`src/pcxrle_pkg.sv`:
```
// Shared types and constants of the PCX run-length decoder.
// Depends on nothing; every module of the decoder imports it.
package pcxrle_pkg;

  // Fixed field widths of the ports.
  localparam int CFG_DATA_W = 11;
  localparam int CFG_IDX_W  = 3;
  localparam int ADDR_W     = 22;
  localparam int BYTE_W     = 8;
  localparam int RUN_W      = 6;
  localparam int NP_W       = 3;

  // A byte at or above this value is a run code.
  localparam logic [BYTE_W-1:0] RUN_BASE = 8'd192;

  // Configuration register indexes.
  localparam logic [CFG_IDX_W-1:0] REG_IMAGE_WIDTH     = 3'd0;
  localparam logic [CFG_IDX_W-1:0] REG_IMAGE_HEIGHT    = 3'd1;
  localparam logic [CFG_IDX_W-1:0] REG_PLANE_COUNT     = 3'd2;
  localparam logic [CFG_IDX_W-1:0] REG_BYTES_PER_PIXEL = 3'd3;

  // Controller states.
  typedef enum logic {
    ST_IDLE,
    ST_WRITE
  } dec_state_t;

  // Commands from the controller to the datapath.
  typedef struct packed {
    logic take;   // latch the input beat and update the decode state
    logic emit;   // load one write into the output register
    logic close;  // finish the item: end the line if it is full
  } dec_cmd_t;

  // Status from the datapath to the controller.
  typedef struct packed {
    logic starts_run;  // the offered beat leads to write work
    logic slot_free;   // the output register can take a write this cycle
    logic can_write;   // the current line still has room
    logic last_write;  // the write now possible is the last of the item
  } dec_stat_t;

endpackage

```
`src/pcx_rle_decoder.sv`:
```
// PCX run-length decoder. Takes one payload byte per beat and gives one
// buffer write per output beat. A run code only arms a run; a literal byte
// gives one write and the value byte of a run gives its writes, and no new
// byte is taken until they are loaded. The output register loads one write per cycle
// unless the output channel stalls. Depends on pcxrle_pkg, pcxrle_ctrl and pcxrle_dp.
module pcx_rle_decoder
  import pcxrle_pkg::*;
#(
  parameter int MAX_DIM    = 1024,
  parameter int MAX_PLANES = 4
) (
  input  logic                  clk,
  input  logic                  rst_n,
  input  logic                  cfg_we,
  input  logic [CFG_IDX_W-1:0]  cfg_index,
  input  logic [CFG_DATA_W-1:0] cfg_wdata,
  input  logic                  in_valid,
  output logic                  in_ready,
  input  logic [BYTE_W-1:0]     in_payload_byte,
  input  logic                  in_new_image,
  output logic                  out_valid,
  input  logic                  out_ready,
  output logic [ADDR_W-1:0]     out_pixel_address,
  output logic [BYTE_W-1:0]     out_pixel_value,
  output logic                  out_run_last,
  output logic                  out_image_complete
);

  dec_cmd_t  cmd;
  dec_stat_t stat;

  // Sequencing of beats and writes.
  pcxrle_ctrl u_ctrl (
    .clk      (clk),
    .rst_n    (rst_n),
    .in_valid (in_valid),
    .in_ready (in_ready),
    .stat     (stat),
    .cmd      (cmd)
  );

  // Counters, addresses and the output register.
  pcxrle_dp #(
    .MAX_DIM    (MAX_DIM),
    .MAX_PLANES (MAX_PLANES)
  ) u_dp (
    .clk                (clk),
    .rst_n              (rst_n),
    .cfg_we             (cfg_we),
    .cfg_index          (cfg_index),
    .cfg_wdata          (cfg_wdata),
    .in_payload_byte    (in_payload_byte),
    .in_new_image       (in_new_image),
    .out_ready          (out_ready),
    .out_valid          (out_valid),
    .out_pixel_address  (out_pixel_address),
    .out_pixel_value    (out_pixel_value),
    .out_run_last       (out_run_last),
    .out_image_complete (out_image_complete),
    .cmd                (cmd),
    .stat               (stat)
  );

endmodule

```
`src/pcxrle_ctrl.sv`:
```
// Controller of the PCX run-length decoder: sequences input beats and writes.
// Depends on pcxrle_pkg for the state type and the command and status structs.
module pcxrle_ctrl
  import pcxrle_pkg::*;
(
  input  logic      clk,
  input  logic      rst_n,
  input  logic      in_valid,
  output logic      in_ready,
  input  dec_stat_t stat,
  output dec_cmd_t  cmd
);

  dec_state_t state_r;
  dec_state_t state_nxt;

  // State register.
  always_ff @(posedge clk) begin
    if (!rst_n) begin
      state_r <= ST_IDLE;
    end else begin
      state_r <= state_nxt;
    end
  end

  // Next state.
  always_comb begin
    state_nxt = state_r;
    unique case (state_r)
      ST_IDLE: begin
        if (in_valid && stat.starts_run) begin
          state_nxt = ST_WRITE;
        end
      end
      ST_WRITE: begin
        if (!stat.can_write) begin
          state_nxt = ST_IDLE;
        end else if (stat.slot_free && stat.last_write) begin
          state_nxt = ST_IDLE;
        end
      end
      default: state_nxt = ST_IDLE;
    endcase
  end

  // Outputs.
  always_comb begin
    in_ready  = 1'b0;
    cmd.take  = 1'b0;
    cmd.emit  = 1'b0;
    cmd.close = 1'b0;
    unique case (state_r)
      ST_IDLE: begin
        in_ready = 1'b1;
        cmd.take = in_valid;
      end
      ST_WRITE: begin
        if (!stat.can_write) begin
          // The line was already full: the item ends without a write.
          cmd.close = 1'b1;
        end else if (stat.slot_free) begin
          cmd.emit  = 1'b1;
          cmd.close = stat.last_write;
        end
      end
      default: begin
        in_ready = 1'b0;
      end
    endcase
  end

endmodule

```
`src/pcxrle_dp.sv`:
```
// Datapath of the PCX run-length decoder: configuration, position counters,
// address arithmetic and the output register. Depends on pcxrle_pkg.
module pcxrle_dp
  import pcxrle_pkg::*;
#(
  parameter int MAX_DIM    = 1024,
  parameter int MAX_PLANES = 4
) (
  input  logic                  clk,
  input  logic                  rst_n,
  input  logic                  cfg_we,
  input  logic [CFG_IDX_W-1:0]  cfg_index,
  input  logic [CFG_DATA_W-1:0] cfg_wdata,
  input  logic [BYTE_W-1:0]     in_payload_byte,
  input  logic                  in_new_image,
  input  logic                  out_ready,
  output logic                  out_valid,
  output logic [ADDR_W-1:0]     out_pixel_address,
  output logic [BYTE_W-1:0]     out_pixel_value,
  output logic                  out_run_last,
  output logic                  out_image_complete,
  input  dec_cmd_t              cmd,
  output dec_stat_t             stat
);

  localparam int CW  = $clog2(MAX_DIM + 1);
  localparam int RW  = $clog2(MAX_DIM);
  localparam int PW  = (MAX_PLANES > 1) ? $clog2(MAX_PLANES) : 1;
  localparam int BWW = CW + 2;
  localparam int PRW = RW + BWW;

  // Configuration registers.
  logic [CFG_DATA_W-1:0] width_cfg_r;
  logic [CFG_DATA_W-1:0] height_cfg_r;
  logic [NP_W-1:0]       planes_cfg_r;
  logic [NP_W-1:0]       bpp_cfg_r;

  // Decode and position state.
  logic              expect_r;
  logic [RUN_W-1:0]  pend_r;
  logic [CW-1:0]     col_r;
  logic [PW-1:0]     plane_r;
  logic [RW-1:0]     row_r;
  logic              done_r;
  logic [RUN_W-1:0]  cnt_r;
  logic [BYTE_W-1:0] value_r;
  logic [ADDR_W-1:0] base_r;

  // Output register.
  logic              out_valid_r;
  logic [ADDR_W-1:0] out_addr_r;
  logic [BYTE_W-1:0] out_value_r;
  logic              out_last_r;
  logic              out_complete_r;

  logic [CW-1:0]     w_eff;
  logic [CW-1:0]     h_eff;
  logic [NP_W-1:0]   np_eff;
  logic              bpp4;
  logic [BWW-1:0]    bw;
  logic [BWW-1:0]    col_x;
  logic              last_plane;
  logic              last_row;
  logic              eff_done;
  logic              eff_expect;
  logic [RUN_W-1:0]  eff_pend;
  logic [RW-1:0]     row_eff;
  logic [RUN_W-1:0]  take_count;
  logic              is_code;
  logic [PRW-1:0]    base_prod;
  logic [CW-1:0]     col_inc;
  logic [CW-1:0]     col_after;
  logic [ADDR_W-1:0] write_addr;

  // Configuration writes.
  always_ff @(posedge clk) begin
    if (!rst_n) begin
      width_cfg_r  <= CFG_DATA_W'(1);
      height_cfg_r <= CFG_DATA_W'(1);
      planes_cfg_r <= NP_W'(3);
      bpp_cfg_r    <= NP_W'(3);
    end else if (cfg_we) begin
      unique case (cfg_index)
        REG_IMAGE_WIDTH:     width_cfg_r  <= cfg_wdata;
        REG_IMAGE_HEIGHT:    height_cfg_r <= cfg_wdata;
        REG_PLANE_COUNT:     planes_cfg_r <= cfg_wdata[NP_W-1:0];
        REG_BYTES_PER_PIXEL: bpp_cfg_r    <= cfg_wdata[NP_W-1:0];
        default: ;
      endcase
    end
  end

  // Clamp the width, height and plane count registers to their legal ranges.
  always_comb begin
    if (width_cfg_r == '0) begin
      w_eff = CW'(1);
    end else if (32'(width_cfg_r) > 32'(MAX_DIM)) begin
      w_eff = CW'(MAX_DIM);
    end else begin
      w_eff = CW'(width_cfg_r);
    end
    if (height_cfg_r == '0) begin
      h_eff = CW'(1);
    end else if (32'(height_cfg_r) > 32'(MAX_DIM)) begin
      h_eff = CW'(MAX_DIM);
    end else begin
      h_eff = CW'(height_cfg_r);
    end
    if (planes_cfg_r == '0) begin
      np_eff = NP_W'(1);
    end else if (32'(planes_cfg_r) > 32'(MAX_PLANES)) begin
      np_eff = NP_W'(MAX_PLANES);
    end else begin
      np_eff = planes_cfg_r;
    end
  end

  assign bpp4 = (bpp_cfg_r == NP_W'(4));

  // Stride times width and stride times column, by shift and add.
  assign bw    = bpp4 ? (BWW'(w_eff) << 2) : ((BWW'(w_eff) << 1) + BWW'(w_eff));
  assign col_x = bpp4 ? (BWW'(col_r) << 2) : ((BWW'(col_r) << 1) + BWW'(col_r));

  assign last_plane = (NP_W'(plane_r) + NP_W'(1)) >= np_eff;
  assign last_row   = (CW'(row_r) + CW'(1)) >= h_eff;

  // Decode of the offered beat, seen after an optional clear.
  assign eff_done   = in_new_image ? 1'b0 : done_r;
  assign eff_expect = in_new_image ? 1'b0 : expect_r;
  assign eff_pend   = in_new_image ? '0 : pend_r;
  assign row_eff    = in_new_image ? '0 : row_r;
  assign is_code    = (in_payload_byte >= RUN_BASE);
  assign take_count = eff_expect ? eff_pend : RUN_W'(1);

  assign stat.starts_run = eff_done ? 1'b0 :
                           (eff_expect ? (eff_pend != '0) : !is_code);

  // Row start address; one multiply, registered on the input beat.
  assign base_prod = PRW'(row_eff) * PRW'(bw);

  // Address of the write now possible.
  assign write_addr = base_r + ADDR_W'(col_x) + ADDR_W'(plane_r);

  assign col_inc   = col_r + CW'(1);
  assign col_after = cmd.emit ? col_inc : col_r;

  assign stat.slot_free  = !out_valid_r || out_ready;
  assign stat.can_write  = (col_r < w_eff);
  assign stat.last_write = (cnt_r == RUN_W'(1)) || (col_inc >= w_eff);

  // Decode state and position counters.
  always_ff @(posedge clk) begin
    if (!rst_n) begin
      expect_r <= 1'b0;
      pend_r   <= '0;
      col_r    <= '0;
      plane_r  <= '0;
      row_r    <= '0;
      done_r   <= 1'b0;
    end else if (cmd.take) begin
      if (in_new_image) begin
        col_r   <= '0;
        plane_r <= '0;
        row_r   <= '0;
        done_r  <= 1'b0;
      end
      // A finished image ignores the beat; a run code arms a run.
      if (eff_done) begin
        expect_r <= eff_expect;
        pend_r   <= eff_pend;
      end else if (!eff_expect && is_code) begin
        expect_r <= 1'b1;
        pend_r   <= in_payload_byte[RUN_W-1:0];
      end else begin
        expect_r <= 1'b0;
        pend_r   <= '0;
      end
    end else if (cmd.close) begin
      // End of the item: a full line moves on to the next plane or row.
      if (col_after >= w_eff) begin
        col_r <= '0;
        if (last_plane) begin
          plane_r <= '0;
          if (last_row) begin
            row_r  <= '0;
            done_r <= 1'b1;
          end else begin
            row_r <= row_r + RW'(1);
          end
        end else begin
          plane_r <= plane_r + PW'(1);
        end
      end else begin
        col_r <= col_after;
      end
    end else if (cmd.emit) begin
      col_r <= col_after;
    end
  end

  // Item payload: run count, value and row base.
  always_ff @(posedge clk) begin
    if (cmd.take) begin
      cnt_r   <= take_count;
      value_r <= in_payload_byte;
      base_r  <= ADDR_W'(base_prod);
    end else if (cmd.emit) begin
      cnt_r <= cnt_r - RUN_W'(1);
    end
  end

  // Output register valid flag.
  always_ff @(posedge clk) begin
    if (!rst_n) begin
      out_valid_r <= 1'b0;
    end else if (cmd.emit) begin
      out_valid_r <= 1'b1;
    end else if (out_ready) begin
      out_valid_r <= 1'b0;
    end
  end

  // Output register payload.
  always_ff @(posedge clk) begin
    if (cmd.emit) begin
      out_addr_r     <= write_addr;
      out_value_r    <= value_r;
      out_last_r     <= stat.last_write;
      out_complete_r <= (col_inc >= w_eff) && last_plane && last_row;
    end
  end

  assign out_valid          = out_valid_r;
  assign out_pixel_address  = out_addr_r;
  assign out_pixel_value    = out_value_r;
  assign out_run_last       = out_last_r;
  assign out_image_complete = out_complete_r;

endmodule

```
`config.mk`:
```
export PLATFORM = sky130hd
export DESIGN_NAME = pcx_rle_decoder
export DESIGN_NICKNAME = d
export VERILOG_FILES = /design/src/pcxrle_pkg.sv /design/src/pcx_rle_decoder.sv /design/src/pcxrle_ctrl.sv /design/src/pcxrle_dp.sv
export SDC_FILE = /design/constraint.sdc
export NUM_CORES = 1
export LEC_CHECK = 0
export BUFFER_PORTS_ARGS = -buffer_cell sky130_fd_sc_hd__buf_2
export CAP_MARGIN = 30
export CORE_MARGIN = 5
export CORE_UTILIZATION = 45
export DETAILED_ROUTE_END_ITERATION = 8
export PLACE_DENSITY_LB_ADDON = 0.15
export SYNTH_ARGS = -nofsm -noshare
export SYNTH_HDL_FRONTEND = slang
export SYNTH_SLANG_ARGS = --single-unit
```
`constraint.sdc`:
```
create_clock -name clk -period 17.9 [get_ports clk]
set_clock_uncertainty 0.1 [all_clocks]
set_input_delay 3.58 -clock clk [delete_from_list [all_inputs] [get_ports clk]]
set_output_delay 3.58 -clock clk [all_outputs]
set_load 0.01 [all_outputs]
```
## Word level (Yosys, flattened, before mapping)

Cells that the tools add are included.

- Bits in registers: 129
- Latch bits: 0
- Memory bits (writable): 0
- Bits in read-only memories: 0
- Bits of input ports: 28
- Word-level logic and storage cells: 130
- Memories kept: 0

- $add $sub $neg: 10
- Multiply operators: 1
- Div/mod/pow operators: 0
- Magnitude comparators: 9
- Equal/unequal tests: 6
- Shift-type cells: 0
- Multiplexer cells: 54
- Bitwise logic cells: 1
- Reductions and logical operators: 30

Operators by type and width:

| kind | number |
|---|---|
| $mux W11 | 10 |
| $mux W10 | 6 |
| $mux W6 | 6 |
| $ge A11 B11 Y1 | 3 |
| $add A12 B11 Y13 | 2 |
| $mux W13 | 2 |
| $add A22 B13 Y22 | 1 |
| $add A22 B2 Y22 | 1 |
| $gt A11 B11 Y1 const B | 2 |
| $logic_not A11 Y1 | 2 |
| $mul A10 B13 Y22 | 1 |
| $mux W1 | 20 |
| $mux W2 | 7 |
| $reduce_bool A2 Y1 | 6 |
| $add A10 B1 Y11 const B | 1 |
| $add A11 B1 Y11 const B | 1 |
| $lt A11 B11 Y1 | 1 |
| $add A10 B1 Y10 const B | 1 |
| $reduce_and A2 Y1 | 5 |
| $ge A8 B8 Y1 const B | 1 |
| $eq A3 B2 Y1 const B | 2 |
| $eq A6 B1 Y1 const B | 1 |
| $logic_not A3 Y1 | 2 |
| $mux W3 | 2 |
| other kinds (17) | 25 |

## Logic depth before layout (Yosys ltp)

- Word-level depth: 13
- Mapped depth: 32
- Mapped depth without buffers: 32

## Cells and area by module

From an unflattened synthesis, not the netlist that was laid out.

- Cells, all modules: 1,386
- Area, all modules: 12,391.9 sq um

Modules (own cells, without submodules):

| module | times used | cells an instance | area each (sq um) | seq. area each (sq um) |
|---|---|---|---|---|
| pcxrle_dp | 1 | 1,378 | 12,318.1 | 3,243.1 |
| pcxrle_ctrl | 1 | 8 | 73.8 | 20.0 |

## Least setup slack after synthesis

Ideal clock, no wire load.

- Path kind: input -> register
- From: in in_new_image
- To: reg u_dp.base_r[18], data pin
- Arrival time: 8.571 ns
- Required time: 17.542 ns
- Slack: 8.971 ns
- Cell stages on the path: 22
- Buffers on the path: 2
- Cell sequence: buf_2 -> clkinv_1 -> clkbuf_1 -> nand2_1 -> nor2_1 -> fa_1 -> fa_1 -> inv_1 -> fa_1 -> inv_1 -> fa_1 -> inv_1 -> fa_1 -> inv_1 -> ha_1 -> a21oi_1 -> a22oi_1 -> a21boi_0 -> a21oi_1 -> a211o_1 -> a21oi_1 -> xnor2_1

- Cells in the longest elaborated chain, start to end: 2

RTL lines:

| what | RTL line | source |
|---|---|---|
| start, declared | pcx_rle_decoder.sv:20 | `input logic in_new_image,` |
| $mux W10 | pcxrle_dp.sv:131 | `assign row_eff = in_new_image ? '0 : row_r;` |
| $mul A10 B13 Y22 | pcxrle_dp.sv:139 | `assign base_prod = PRW'(row_eff) * PRW'(bw);` |
| via u_dp.base_prod[18] | pcxrle_dp.sv:70 | `logic [PRW-1:0] base_prod;` |
| end signal, assigned | pcxrle_dp.sv:206 | `base_r <= ADDR_W'(base_prod);` |
| end, declared | pcxrle_dp.sv:47 | `logic [ADDR_W-1:0] base_r;` |

The timed path passes the listed nets, and every way through them passes these cells.
A chain may end at the register's enable or synchronous reset.

## Worst setup path after layout

- From: in in_new_image
- To: reg u_dp.base_r[19], data pin

The elaborated chain is that of the path after synthesis.

==> impl_metrics.tcl <==
set metrics [dict create \
    status "finished, final reports clean" \
    finalSetupViolCount 0 \
    gp_congestion 0.895 \
    final_cell_mix "190 x nand2_1, 153 x ha_1, 142 x nor2_1" \
    diodes 0 \
    netlist_instances 1332 \
    worstPathMaxFanout 16 \
    io_buffers 61 \
    max_stage_delay_ns 0.54 \
    first_pass_iters 5 \
    io_pins 62 \
    start_util_pct 45.4 \
    synth_edf_count 68 \
    syn_area_per_cell_sq_um 9.13 \
    max_freq_ghz 0.109 \
    routed_via_density 5.35 \
    cp.required_ns 17.97 \
    hold_ws_ns 0.314 \
    cts-buffers-inserted 17 \
    p_leak_nw 6.42 \
    cts_sinks 129 \
    powerDensity_nw_per_um2 56.1 \
    cp_cell_sequence "buf_2 > clkinv_1 > nand2_1 > nor2_1 > fa_1 > fa_1 > inv_1 > fa_1 > inv_1 > fa_1 > inv_1 > fa_1 > inv_1 > ha_1 > a21oi_1 > nand2_1 > o211ai_1 > a31oi_1 > a21o_1 > o21ai_0 > nand2b_1 > a21oi_1 > xnor2_1" \
    pre_cts_slack_ns 8.28 \
    crit_top_cell "fa_1" \
    area_growth_pct 9.81 \
    yosys.cell_types.count 73 \
    cts.clk_slew.worst_paths_ns 0.07 \
    fin_crit_sh_pct 51.4 \
    vias 9293 \
    start_kind "primary input" \
    postRouteAntennaNets 0 \
    cts_tree "done" \
    cts_root_buf "clkbuf_16" \
    p_total_uw 750 \
    cts_resized 0 \
    grt_start_max_net_pins 39 \
    hold_class "flop to flop" \
    crit_slowest_cell "fa_1" \
    rsz0062_at_grt "false" \
    hold_viol_final 0 \
    syn_nets 1603 \
    grt_pass1_wl_mm 48.3 \
    clockBufferDepth 2 \
    grt.total_usage_pct 19.4 \
    layout.nets 1654 \
    chipWidth_um 174 \
    ys_warn_count 0 \
    layout_commonest_cell "nand2_1" \
    min_period_ns 9.20 \
    coreArea_sq_um 26800 \
    antenna_found_initial 0 \
    drt_wl_total_mm 28.1 \
    finalSetupTns_ns 0 \
    crit_path_end_kind "flop" \
    final_core_util_pct 49.9 \
    cp.arrival_ns 9.28 \
    final_layout_size_suffix_gt1_share_pct 8.81 \
    syn_area_sq_um 12200 \
    dieArea_sq_um 30400 \
    synth-seq-cells 129 \
    synth_ff_type "edfxtp_1" \
    vdd.ir_drop.worst_mv 0.0629 \
    synth_seq_area_share_pct 26.8 \
    die_h_um 174 \
    slew_headroom_pct 30.6 \
    worst-setup-path-type "primary input to flop" \
    layout_setup_ws_ns 8.70 \
    dp_hpwl_mm 22.2 \
    postCtsSetupBuffers 0 \
    clock_latency_ns 0.43 \
    grt_pass1_vias 9659 \
    rows 60 \
    drtIter0Drc 627 \
    synth-async-reset-ratio_pct 0 \
    avgRoutedWirePerCell_um 16.2 \
    route.detailed.drc 0 \
    cts_hold_buffers 0 \
    grt_overflow 0 \
    cts_htree_levels 4 \
    cap_violations 0 \
    maxSlewViolCount 0 \
    tightest_slew_ns 1.03 \
]
## synth_stat cells (all sizes together), types with 27 or more instances
cell type | number | area share [%]
a21boi | 27 | 1.7
a21o | 28 | 1.7
a21oi | 59 | 2.5
clkbuf | 28 | 0.87
dfxtp | 61 | 10
edfxtp | 68 | 17
fa | 90 | 15
ha | 153 | 16
inv | 120 | 3.7
nand2 | 190 | 5.9
nor2 | 142 | 4.4
o21ai | 57 | 2.4
xnor2 | 52 | 3.7
xor2 | 32 | 2.3
## worst paths after layout
path              cells past startpoint                       to  slack, ns                  from
setup / recovery                     23          u_dp.base_r[19]       8.70          in_new_image
hold / removal                        0  u_dp.out_pixel_value[1]       0.31       u_dp.value_r[1]
setup reg to reg                     31          u_dp.base_r[19]       9.11  u_dp.width_cfg_r[10]
hold reg to reg                       0  u_dp.out_pixel_value[1]       0.31       u_dp.value_r[1]
## routing by layer
layer,share of wire (%),wire length (um),vias to the layer above,GRT usage (%)
met5,0,0,-,0
met3,3.1,864,41,2.85
li1,-,-,4623,-
met2,48,13600,147,33.3
met4,2.1,583,0,5.64
met1,46,13100,4482,25.5
## registers in the layout, summed over array words and instances (netlist names), 2 cells and up
signal	cells
u_dp.cnt_r	6
u_dp.height_cfg_r	11
u_dp.out_pixel_value	8
u_dp.bpp_cfg_r	3
u_dp.row_r	10
u_dp.out_pixel_address	22
u_dp.plane_r	2
u_dp.width_cfg_r	11
u_dp.pend_r	6
u_dp.planes_cfg_r	3
u_dp.col_r	11
u_dp.value_r	8
u_dp.base_r	22
## cell type report
type | instances | area (sq um)
Sequential cell | 129 | 3260
Fill cell | 2522 | 13400
Tap cell | 341 | 427
Clock buffer | 20 | 468
Multi-Input combinational cell | 1044 | 8290
Inverter | 123 | 462
Timing Repair Buffer | 68 | 358
Clock inverter | 12 | 93.8
## metrics by stage
| step | cell area [sq um] | std cells |
|---|---|---|
| 4_1_cts | 13400 | 1737 |
| 3_3_place_gp | 12800 | 1704 |
| 5_1_grt | 13400 | 1737 |
| 2_1_floorplan | 12200 | 1332 |
| 6_report | 13400 | 1737 |
| 3_5_place_dp | 12800 | 1705 |
## where the power goes
part / switching (mW) / internal [mW] / total, mW / leakage [nW]
combinational: 0.0501 / 0.0280 / 0.0781 / 4.99
sequential: 0.00707 / 0.328 / 0.335 / 1.15
clock: 0.144 / 0.192 / 0.336 / 0.283
total: 0.201 / 0.548 / 0.750 / 6.42
## critical path: cells and delay by family
kind / cells / cell delay (ns)
adders and majority gates: 6 / 2.86
AOI/OAI and AO/OA: 6 / 1.15
buffers and inverters: 6 / 0.82
and+or+nand+nor: 4 / 0.76
xor gates and xnor gates: 1 / 0.09
## logic make-up after synthesis
kind of cell	after synthesis	share of synthesized area, %
flops	129	26.8
fa+ha+maj	243	30.5
mux	12	1.03
compound gates	235	13.3
buf+inv	159	5.05
xor+xnor	84	6.05
simple gates	470	17.2
Power figures use the tool's default switching activity.
